`config.mk`:
```
export PLATFORM = sky130hd
export DESIGN_NAME = eight_bit_alu_with_flags_top
export DESIGN_NICKNAME = d
export VERILOG_FILES = /design/src/rtl/alu8f_pkg.sv /design/src/rtl/eight_bit_alu_with_flags_top.sv
export SDC_FILE = /design/constraint.sdc
export NUM_CORES = 1
export LEC_CHECK = 0
export ABC_AREA = 1
export BUFFER_PORTS_ARGS = -buffer_cell sky130_fd_sc_hd__buf_2
export CAP_MARGIN = 15
export CORE_MARGIN = 2
export CORE_UTILIZATION = 65
export CTS_BUF_LIST = sky130_fd_sc_hd__clkbuf_8
export DETAILED_ROUTE_END_ITERATION = 8
export PLACE_DENSITY = 0.95
export SYNTH_ARGS = -nofsm -noshare
export SYNTH_HDL_FRONTEND = slang
export SYNTH_SLANG_ARGS = --single-unit
```
`constraint.sdc`:
```
create_clock -name clk -period 5.8 [get_ports clk]
set_clock_uncertainty 0.2 [all_clocks]
set_input_delay 0.87 -clock clk [delete_from_list [all_inputs] [get_ports clk]]
set_output_delay 0.87 -clock clk [all_outputs]
set_load 0.02 [all_outputs]
```
`src/rtl/alu8f_pkg.sv`:
```
`default_nettype none
// ----------------------------------------------------------------------------
// alu8f_pkg: shared types and constants of the eight-bit alu with flags
// beat formats, operation codes and decimal-adjust constants
// ----------------------------------------------------------------------------
package alu8f_pkg;

	typedef struct packed {
		logic z;
		logic n;
		logic h;
		logic c;
	} flags_t;

	typedef struct packed {
		logic [4:0]  op;
		logic [15:0] x;
		logic [15:0] y;
		logic [2:0]  bit_sel;
		flags_t      flags_in;
	} alu_req_t;

	typedef struct packed {
		logic [15:0] result;
		flags_t      flags_out;
	} alu_rsp_t;

	typedef enum logic [4:0] {
		OP_ADD   = 5'd0,
		OP_ADC   = 5'd1,
		OP_SUB   = 5'd2,
		OP_SBC   = 5'd3,
		OP_AND   = 5'd4,
		OP_XOR   = 5'd5,
		OP_OR    = 5'd6,
		OP_CP    = 5'd7,
		OP_RLC   = 5'd8,
		OP_RRC   = 5'd9,
		OP_RL    = 5'd10,
		OP_RR    = 5'd11,
		OP_SLA   = 5'd12,
		OP_SRA   = 5'd13,
		OP_SWAP  = 5'd14,
		OP_SRL   = 5'd15,
		OP_RLCA  = 5'd16,
		OP_RRCA  = 5'd17,
		OP_RLA   = 5'd18,
		OP_RRA   = 5'd19,
		OP_DAA   = 5'd20,
		OP_CPL   = 5'd21,
		OP_SCF   = 5'd22,
		OP_CCF   = 5'd23,
		OP_BIT   = 5'd24,
		OP_RES   = 5'd25,
		OP_SET   = 5'd26,
		OP_INC   = 5'd27,
		OP_DEC   = 5'd28,
		OP_ADD16 = 5'd29,
		OP_ADDSP = 5'd30
	} op_t;

	// decimal adjust
	localparam logic [7:0] DAA_LIMIT = 8'h99;
	localparam logic [3:0] NIB_LIMIT = 4'h9;
	localparam logic [7:0] DAA_HI    = 8'h60;
	localparam logic [7:0] DAA_LO    = 8'h06;

endpackage
`default_nettype wire

```
`src/rtl/eight_bit_alu_with_flags_top.sv`:
```
`default_nettype none
// ----------------------------------------------------------------------------
// eight_bit_alu_with_flags_top: pipelined eight-bit alu with z/n/h/c flags
// arithmetic, logic, rotate/shift, bit ops, daa and sixteen-bit adds
// ----------------------------------------------------------------------------
// usage: one beat on req carries an op code, operands x and y, a bit index
// and the incoming flags; exactly one beat on rsp returns the result word and
// the new flags, in order. the block takes one beat per cycle while rsp is not
// stalled; a beat accepted on req passes through the three register stages in
// turn before it can leave on rsp: operand decode and the shifter/logic unit, one
// shared sixteen-bit adder with nibble and byte carry taps, then zero detect and
// flag assembly into the output register. a stall on rsp backs up through the
// stages; req_ready falls only once all three stages hold a beat and rsp is
// stalled. eight-bit results sit in the low byte with the high byte zero; an
// unused op code returns x and the flags unchanged.
module eight_bit_alu_with_flags_top
	import alu8f_pkg::*;
(
	input  wire logic     clk,
	input  wire logic     arst_n,
	input  wire logic     req_valid,
	output logic          req_ready,
	input  wire alu_req_t req,
	output logic          rsp_valid,
	input  wire logic     rsp_ready,
	output alu_rsp_t      rsp
);

	// stage 1: decoded adder operands plus the direct (non-adder) result
	typedef struct packed {
		logic [4:0]  op;
		flags_t      f;
		logic [15:0] opa;
		logic [15:0] opb;
		logic        cin;
		logic [15:0] dres;
		logic [7:0]  dz;
		logic        dcy;
	} s1_t;

	// stage 2: selected result, zero-detect source and raw carries
	typedef struct packed {
		logic [4:0]  op;
		flags_t      f;
		logic [15:0] res;
		logic [7:0]  zval;
		logic        h;
		logic        c;
	} s2_t;

	s1_t      s1_d, pipe_s1;
	s2_t      s2_d, pipe_s2;
	alu_rsp_t s3_d, rsp_s3;
	logic     v_s1, v_s2, v_s3;
	logic     en1, en2, en3;

	// ---------------------------------------------------------------
	// flow control: each stage moves when the one after it is free or moving
	// ---------------------------------------------------------------
	assign en3       = !v_s3 || rsp_ready;
	assign en2       = !v_s2 || en3;
	assign en1       = !v_s1 || en2;
	assign req_ready = en1;
	assign rsp_valid = v_s3;
	assign rsp       = rsp_s3;

	// ---------------------------------------------------------------
	// stage 1: decode, pick adder operands, shifts/logic/bit ops
	// ---------------------------------------------------------------
	always_comb begin
		logic [7:0] a;
		logic [7:0] b;
		logic       c;
		logic [7:0] mask;
		logic [7:0] corr;
		a    = req.x[7:0];
		b    = req.y[7:0];
		c    = req.flags_in.c;
		mask = 8'h01 << req.bit_sel;
		corr = 8'h00;
		s1_d      = '0;
		s1_d.op   = req.op;
		s1_d.f    = req.flags_in;
		s1_d.dres = req.x;
		case (req.op)
			OP_ADD, OP_ADC: begin
				s1_d.opa = {8'h00, a};
				s1_d.opb = {8'h00, b};
				s1_d.cin = (req.op == OP_ADC) ? c : 1'b0;
			end
			OP_SUB, OP_SBC, OP_CP: begin
				// subtract as a + ~b + ~borrow_in
				s1_d.opa = {8'h00, a};
				s1_d.opb = {8'h00, ~b};
				s1_d.cin = (req.op == OP_SBC) ? !c : 1'b1;
			end
			OP_AND: s1_d.dres = {8'h00, a & b};
			OP_XOR: s1_d.dres = {8'h00, a ^ b};
			OP_OR:  s1_d.dres = {8'h00, a | b};
			OP_RLC: begin
				s1_d.dres = {8'h00, b[6:0], b[7]};
				s1_d.dcy  = b[7];
			end
			OP_RRC: begin
				s1_d.dres = {8'h00, b[0], b[7:1]};
				s1_d.dcy  = b[0];
			end
			OP_RL: begin
				s1_d.dres = {8'h00, b[6:0], c};
				s1_d.dcy  = b[7];
			end
			OP_RR: begin
				s1_d.dres = {8'h00, c, b[7:1]};
				s1_d.dcy  = b[0];
			end
			OP_SLA: begin
				s1_d.dres = {8'h00, b[6:0], 1'b0};
				s1_d.dcy  = b[7];
			end
			OP_SRA: begin
				s1_d.dres = {8'h00, b[7], b[7:1]};
				s1_d.dcy  = b[0];
			end
			OP_SWAP: s1_d.dres = {8'h00, b[3:0], b[7:4]};
			OP_SRL: begin
				s1_d.dres = {8'h00, 1'b0, b[7:1]};
				s1_d.dcy  = b[0];
			end
			OP_RLCA: begin
				s1_d.dres = {8'h00, a[6:0], a[7]};
				s1_d.dcy  = a[7];
			end
			OP_RRCA: begin
				s1_d.dres = {8'h00, a[0], a[7:1]};
				s1_d.dcy  = a[0];
			end
			OP_RLA: begin
				s1_d.dres = {8'h00, a[6:0], c};
				s1_d.dcy  = a[7];
			end
			OP_RRA: begin
				s1_d.dres = {8'h00, c, a[7:1]};
				s1_d.dcy  = a[0];
			end
			OP_DAA: begin
				s1_d.opa = {8'h00, a};
				s1_d.dcy = c;
				if (req.flags_in.n) begin
					if (req.flags_in.h) corr = corr | DAA_LO;
					if (c) corr = corr | DAA_HI;
					s1_d.opb = {8'h00, ~corr};
					s1_d.cin = 1'b1;
				end else begin
					if (req.flags_in.h || (a[3:0] > NIB_LIMIT)) corr = corr | DAA_LO;
					if (c || (a > DAA_LIMIT)) begin
						corr     = corr | DAA_HI;
						s1_d.dcy = 1'b1;
					end
					s1_d.opb = {8'h00, corr};
				end
			end
			OP_CPL:         s1_d.dres = {8'h00, ~a};
			OP_SCF, OP_CCF: s1_d.dres = {8'h00, a};
			OP_BIT: begin
				s1_d.dres = {8'h00, b};
				s1_d.dz   = b & mask;
			end
			OP_RES: s1_d.dres = {8'h00, b & ~mask};
			OP_SET: s1_d.dres = {8'h00, b | mask};
			OP_INC: begin
				s1_d.opa = {8'h00, b};
				s1_d.cin = 1'b1;
			end
			OP_DEC: begin
				// b - 1 as b + 0xff
				s1_d.opa = {8'h00, b};
				s1_d.opb = {8'h00, 8'hff};
			end
			OP_ADD16: begin
				s1_d.opa = req.x;
				s1_d.opb = req.y;
			end
			OP_ADDSP: begin
				s1_d.opa = req.x;
				s1_d.opb = {{8{b[7]}}, b};
			end
			default: s1_d.dres = req.x;
		endcase
		// logic and shift groups take zero from their own result
		if ((req.op != OP_BIT) && (req.op != OP_DAA)) s1_d.dz = s1_d.dres[7:0];
	end

	// ---------------------------------------------------------------
	// stage 2: shared adder, carries tapped at bits 4, 8, 12 and 16
	// ---------------------------------------------------------------
	always_comb begin
		logic [16:0] sum;
		logic [15:0] cvec;
		sum  = {1'b0, pipe_s1.opa} + {1'b0, pipe_s1.opb} + {16'h0000, pipe_s1.cin};
		// carry into each bit position
		cvec = pipe_s1.opa ^ pipe_s1.opb ^ sum[15:0];
		s2_d.op   = pipe_s1.op;
		s2_d.f    = pipe_s1.f;
		s2_d.res  = {8'h00, sum[7:0]};
		s2_d.zval = sum[7:0];
		s2_d.h    = cvec[4];
		s2_d.c    = cvec[8];
		case (pipe_s1.op)
			OP_ADD, OP_ADC, OP_INC: ;
			OP_SUB, OP_SBC, OP_DEC: begin
				s2_d.h = !cvec[4];
				s2_d.c = !cvec[8];
			end
			OP_CP: begin
				s2_d.res = {8'h00, pipe_s1.opa[7:0]};
				s2_d.h   = !cvec[4];
				s2_d.c   = !cvec[8];
			end
			OP_DAA: s2_d.c = pipe_s1.dcy;
			OP_ADD16: begin
				s2_d.res = sum[15:0];
				s2_d.h   = cvec[12];
				s2_d.c   = sum[16];
			end
			OP_ADDSP: s2_d.res = sum[15:0];
			default: begin
				s2_d.res  = pipe_s1.dres;
				s2_d.zval = pipe_s1.dz;
				s2_d.h    = 1'b0;
				s2_d.c    = pipe_s1.dcy;
			end
		endcase
	end

	// ---------------------------------------------------------------
	// stage 3: zero detect and flag assembly per op group
	// ---------------------------------------------------------------
	always_comb begin
		logic   z;
		flags_t f;
		z = (pipe_s2.zval == 8'h00);
		f = pipe_s2.f;
		s3_d.result    = pipe_s2.res;
		s3_d.flags_out = f;
		case (pipe_s2.op)
			OP_ADD, OP_ADC:
				s3_d.flags_out = '{z: z, n: 1'b0, h: pipe_s2.h, c: pipe_s2.c};
			OP_SUB, OP_SBC, OP_CP:
				s3_d.flags_out = '{z: z, n: 1'b1, h: pipe_s2.h, c: pipe_s2.c};
			OP_AND:
				s3_d.flags_out = '{z: z, n: 1'b0, h: 1'b1, c: 1'b0};
			OP_XOR, OP_OR:
				s3_d.flags_out = '{z: z, n: 1'b0, h: 1'b0, c: 1'b0};
			OP_RLC, OP_RRC, OP_RL, OP_RR, OP_SLA, OP_SRA, OP_SWAP, OP_SRL:
				s3_d.flags_out = '{z: z, n: 1'b0, h: 1'b0, c: pipe_s2.c};
			OP_RLCA, OP_RRCA, OP_RLA, OP_RRA:
				s3_d.flags_out = '{z: 1'b0, n: 1'b0, h: 1'b0, c: pipe_s2.c};
			OP_DAA:
				s3_d.flags_out = '{z: z, n: f.n, h: 1'b0, c: pipe_s2.c};
			OP_CPL:
				s3_d.flags_out = '{z: f.z, n: 1'b1, h: 1'b1, c: f.c};
			OP_SCF:
				s3_d.flags_out = '{z: f.z, n: 1'b0, h: 1'b0, c: 1'b1};
			OP_CCF:
				s3_d.flags_out = '{z: f.z, n: 1'b0, h: 1'b0, c: !f.c};
			OP_BIT:
				s3_d.flags_out = '{z: z, n: 1'b0, h: 1'b1, c: f.c};
			OP_INC:
				s3_d.flags_out = '{z: z, n: 1'b0, h: pipe_s2.h, c: f.c};
			OP_DEC:
				s3_d.flags_out = '{z: z, n: 1'b1, h: pipe_s2.h, c: f.c};
			OP_ADD16:
				s3_d.flags_out = '{z: f.z, n: 1'b0, h: pipe_s2.h, c: pipe_s2.c};
			OP_ADDSP:
				s3_d.flags_out = '{z: 1'b0, n: 1'b0, h: pipe_s2.h, c: pipe_s2.c};
			default: s3_d.flags_out = f;   // res, set and unused codes keep flags
		endcase
	end

	// ---------------------------------------------------------------
	// valid bits, cleared on reset
	// ---------------------------------------------------------------
	always_ff @(posedge clk or negedge arst_n) begin
		if (!arst_n) begin
			v_s1 <= 1'b0;
			v_s2 <= 1'b0;
			v_s3 <= 1'b0;
		end else begin
			if (en1) v_s1 <= req_valid;
			if (en2) v_s2 <= v_s1;
			if (en3) v_s3 <= v_s2;
		end
	end

	// payload stages, no reset needed
	always_ff @(posedge clk) begin
		if (en1) pipe_s1 <= s1_d;
		if (en2) pipe_s2 <= s2_d;
		if (en3) rsp_s3  <= s3_d;
	end

	// ---------------------------------------------------------------
	// checks
	// ---------------------------------------------------------------
	// a beat held in stage 1 behind a stall keeps its contents
	a_s1_hold: assert property (@(posedge clk) disable iff (!arst_n)
		v_s1 && !en2 |=> v_s1 && $stable(pipe_s1))
		else $error("stage 1 beat changed while stalled");

	// a beat held in stage 2 behind a stall keeps its contents
	a_s2_hold: assert property (@(posedge clk) disable iff (!arst_n)
		v_s2 && !en3 |=> v_s2 && $stable(pipe_s2))
		else $error("stage 2 beat changed while stalled");

	// an empty first stage always takes a new beat
	a_s1_open: assert property (@(posedge clk) disable iff (!arst_n)
		!v_s1 |-> req_ready)
		else $error("req_ready low with stage 1 empty");

	// a stage 2 beat moves into a free output register in the next cycle
	a_s2_drain: assert property (@(posedge clk) disable iff (!arst_n)
		v_s2 && !v_s3 |=> rsp_valid)
		else $error("stage 2 beat lost on its way to the output");

	// accepted beat with free pipeline is still in flight, in stage 2 or the output register
	a_latency: assert property (@(posedge clk) disable iff (!arst_n)
		req_valid && req_ready && !v_s1 && !v_s2 && !v_s3 |=> ##1 v_s3 || v_s2)
		else $error("accepted beat vanished from the pipeline");

endmodule
`default_nettype wire

```
======== Word-level counts from Yosys, hierarchy flattened ========
Index checks and enable logic that the tools add are counted.
storage, ports and cells
  input bits .............................. 48
  bits in registers ....................... 125
  output and inout bits ................... 22
  logic and storage cells ................. 176
operators by class
  multiplexer cells ....................... 24
  shifts and indexed selects .............. 1
  add/subtract/negate cells ............... 2
  bitwise logic cells ..................... 12
  $lt $le $gt $ge ......................... 2
  equality and inequality tests ........... 69
  reductions and logical operators ........ 38
operators by type and width
  kind                                                                    number
  16-bit case mux with 20 select lines                                    1
  5-bit equality test (second input constant)                             33
  16-bit case mux with 3 select lines                                     2
  16-bit case mux with 6 select lines                                     1
  5-bit by 4-bit equality test with 1-bit output (second input constant)  16
  4-bit case mux with 15 select lines                                     1
  8-bit 2-to-1 mux                                                        6
  5-bit by 3-bit equality test with 1-bit output (second input constant)  9
  8-bit NOT                                                               4
  5-bit by 2-bit equality test with 1-bit output (second input constant)  6
  13-bit XOR                                                              2
  8-bit bitwise AND                                                       3
  2-bit OR reduction                                                      9
  16-bit by 16-bit adder with 17-bit output                               1
  17-bit by 1-bit adder with 17-bit output                                1
  8-bit bitwise OR                                                        2
  4-bit OR reduction                                                      4
  5-bit by 1-bit equality test with 1-bit output (second input constant)  3
  5-bit logical NOT                                                       3
  7-bit 2-to-1 mux                                                        2
  5-bit inequality test (second input constant)                           2
  10-bit OR reduction                                                     1
  3-bit OR reduction                                                      3
  8-bit > comparator (second input constant)                              1
  16 further kinds                                                        32

======== Depth between registers and ports, before layout ========
  depth after elaboration ................. 7
  mapped depth ............................ 14
  depth with buffers taken out ............ 13

======== Worst setup path after synthesis ========
No wires, ideal clock.
  path kind ............................... input-to-output
  start ................................... in rsp_ready
  end ..................................... out req_ready
  path slack .............................. 1636 ps
  buffers on the path ..................... 0
  required time ........................... 4730 ps
  stages .................................. 4
  arrival ................................. 3094 ps
  cell sequence ........................... inv_1 nand2_1 nor2_1 nand2_1
between the ends
  cells in the longest elaborated chain, start to end .. 3
ends and longest elaborated chain
  element             line                                text
  start: declaration  eight_bit_alu_with_flags_top.sv:25  input wire logic rsp_ready,
  1-bit logical OR    eight_bit_alu_with_flags_top.sv:60  assign en3 = !v_s3 || rsp_ready;
  via en3             eight_bit_alu_with_flags_top.sv:55  logic en1, en2, en3;
  1-bit logical OR    eight_bit_alu_with_flags_top.sv:61  assign en2 = !v_s2 || en3;
  1-bit logical OR    eight_bit_alu_with_flags_top.sv:62  assign en1 = !v_s1 || en2;
  end: declaration    eight_bit_alu_with_flags_top.sv:22  output logic req_ready,
The timed path passes the listed nets, and every way through them passes these cells.

==> summary.txt <==
Place
  – Dpl cells: 1125
  – Port Buffers: 69
  – Dpl hpwl: 18.3 mm
  – Routability cong.: 1.05
  – Post-Place Worst Slack: 2460 ps

Layout
  – Share of layout cells above drive strength 1: 14.1%
  – Nets@finish: 1067
  – Antenna diodes: 0
  – Non-filler cells, final: 1158
  – Area growth syn-to-layout: 11.9%

Route
  – Number of vias per cell: 6.59
  – Drt drc: 0
  – Via count: 7629
  – Routed Antenna Nets: 0
  – Final wirelength: 26.3 mm
  – Iteration-0 DRC Markers: 1128
  – Routed len/inst: 22.7 um
  – Drt pass-1 iters: 6

Global route
  – Overflow after GRT: 0
  – Total track usage: 42.7%
  – First-pass GRT wire length: 40.5 mm
  – Vias in the first global route: 7400
  – Initial antenna violation count: 0
  – Largest net degree at the start of global routing: 69

Outcome
  – Status: completed

Synthesis
  – Syn_nets: 997
  – Synth top area cells: edfxtp_1 48%, nand2_1 14%, nor2_1 5.3%, nand3_1 4.9%, inv_1 4.0%
  – Ys Warns: 0
  – Syn Area/Cell: 8.18 um^2
  – Post-synth top cells: 294 x nand2_1, 122 x edfxtp_1, 108 x nor2_1
  – Yosys reg bits: 125
  – Cell count after synthesis: 932
  – Top_reg_cell synth: edfxtp_1
  – Synth top area share: 48.1%
  – Leading area contributor after synthesis: edfxtp_1
  – Post-Synthesis Cell Area: 0.00762 mm^2
  – Yosys cell types: 46
  – Async S/R FF share, synth: 2.40%
  – Cell with the most instances after synthesis: nand2_1
  – EDFF count, synth: 122
  – Sequential fraction of the synthesis area: 49.1%

Timing
  – Crit share post-route: 61.9%
  – Slew Viols, Final: 0
  – RSZ-0062 raised after global routing: false
  – # setup viols final: 0
  – Fmax: 278 MHz
  – Setup ws final: 2210 ps
  – Slew Limit Headroom: 37.6%
  – Final Hold Viols: 0
  – Setup total negative slack: 0 ps
  – Min Tclk post-route: 3590 ps
  – Worst-Margin Slew: 934 ps

Floorplanning
  – Die height: 112 um
  – Die ar.: 0.0126 mm^2
  – Starting density of the core: 66.7%
  – Io pins: 70
  – Core area: 0.0114 mm^2
  – Die width: 112 um
  – Cell Rows: 39

Clock network
  – TritonCTS clock tree: done
  – Htree depth: 4
  – TritonCTS Sinks: 125
  – TritonCTS Buffers: 17
  – Root Buffer: clkbuf_8
  – Worst-Skew Late Latency: 450 ps
  – CTS Buffer Depth: 2
  – Reg clk slew, reported paths: 80 ps
  – Post_cts resized: 0
  – Setup bufs post-CTS: 0
  – Hold_buf cts: 0

Power and ir drop
  – Pwr dens: 317 mW/mm^2
  – Gate power share: 20.7%
  – Sw Ratio: 31.4%
  – NetSw: 0.000849 W
  – Sequential power share: 46.7%
  – Total power: 0.00271 W
  – Internal Pwr Total: 0.00186 W
  – Worst vdd ir: 0.000281 V
  – Clock share of power: 32.6%
  – LEAKAGE: 4.00 nW

Setup path
  – Worst Path Arrival: 3520 ps
  – CP startpoint kind: flip-flop
  – R2R Path End: pipe_s2[0]
  – Crit Path Max Fanout: 6
  – Worst Path Required: 5730 ps
  – Crit end category: flip-flop
  – Crit path kind: flip-flop to flip-flop
  – CP startpoint: pipe_s1[25]
  – Flop-to-flop setup slack: 2210 ps
  – Reg2reg path depth: 11
  – RR Startpoint: pipe_s1[25]

Worst hold path
  – Hold Path Class: input pin to asynchronous set/reset pin

Run
  – Max Cap Viol: 0
## kinds of logic (layout without fill, tap and decap cells)
group                      count (synthesis)  after routing  synth area share, %
xor gates and xnor gates                  12             12                 1.38
adders and majority gates                 17             17                 2.99
AOI/OAI and AO/OA                        117            117                 8.87
and+or+nand+nor                          551            551                 31.9
DFF                                      125            125                 49.1
buffers and inverters                    110            193                 5.86
## metrics by stage
step	cell area, um^2	util [%]	hold WS, ps
after floorplan	7620	-	200
after detailed placement	8050	70.5	205
after global routing	8530	74.7	7.50
after global placement	8050	70.5	201
final	8530	74.7	9.62
after CTS	8500	74.5	13.6
## cells in the final DEF (no fill, tap or decap), drive strengths merged, types with 6 or more instances in the layout
| cell type | count |
|---|---|
| o22ai | 8 |
| ha | 15 |
| buf | 71 |
| inv | 93 |
| o211ai | 10 |
| clkinv | 6 |
| clkbuf | 17 |
| a21oi | 34 |
| nand4 | 22 |
| nor2 | 121 |
| nand3 | 79 |
| and2 | 6 |
| edfxtp | 122 |
| nor3 | 14 |
| xor2 | 6 |
| o21ai | 47 |
| nand2 | 301 |
| a22oi | 6 |
| xnor2 | 6 |
## cell type report
| cell class | count | area [um^2] |
|---|---|---|
| multi-input cells | 697 | 3440 |
| inverters | 90 | 338 |
| clock buffers | 17 | 234 |
| flip-flops and latches | 125 | 3740 |
| fillers | 775 | 2890 |
| repair buffers | 71 | 380 |
| clock inverters | 15 | 223 |
| well taps | 143 | 179 |
## routing by layer
metal / routed length (um) / GRT usage, % / vias to the layer above / share of wire (%)
met1: 8860 / 51.2 / 3387 / 34
met4: 1990 / 27.0 / 0 / 7.6
met3: 3270 / 10.4 / 201 / 12
met5: 0 / 0 / - / 0
met2: 12200 / 69.4 / 747 / 46
li1: - / - / 3294 / -
## flip-flops by register name, indices dropped and copies added (netlist names)
signal and flops:
pipe_s1 67, pipe_s2 35, rsp 20, rsp_valid 1, v_s1 1, v_s2 1
## how the worst max path moves through the flow
stage | endpoint
after detailed placement | pipe_s2[26]
after CTS | pipe_s2[0]
after global routing | pipe_s2[0]
after floorplan | req_ready
final | pipe_s2[0]
after global placement | pipe_s2[33]
## worst max-delay path: stages (launching register included)
cell and delay [ps]:
edfxtp_1 470, fa_1 500, inv_1 110, fa_1 200, nand3b_1 130, nand3_1 280
nand3_1 160, nand3_1 240, nand2_1 160, nor2_1 70, o21ai_0 540, nand3_1 210
## power by group through the flow
stage               clock [W]  sequential, W  combinational, W
floorplan                   0        0.00128          0.000319
global placement            0        0.00126          0.000492
detailed placement          0        0.00127          0.000514
CTS                  0.000872        0.00126          0.000532
global route         0.000911        0.00127          0.000597
finish               0.000884        0.00126          0.000561
Note: power is estimated with default switching activity, not from simulation.
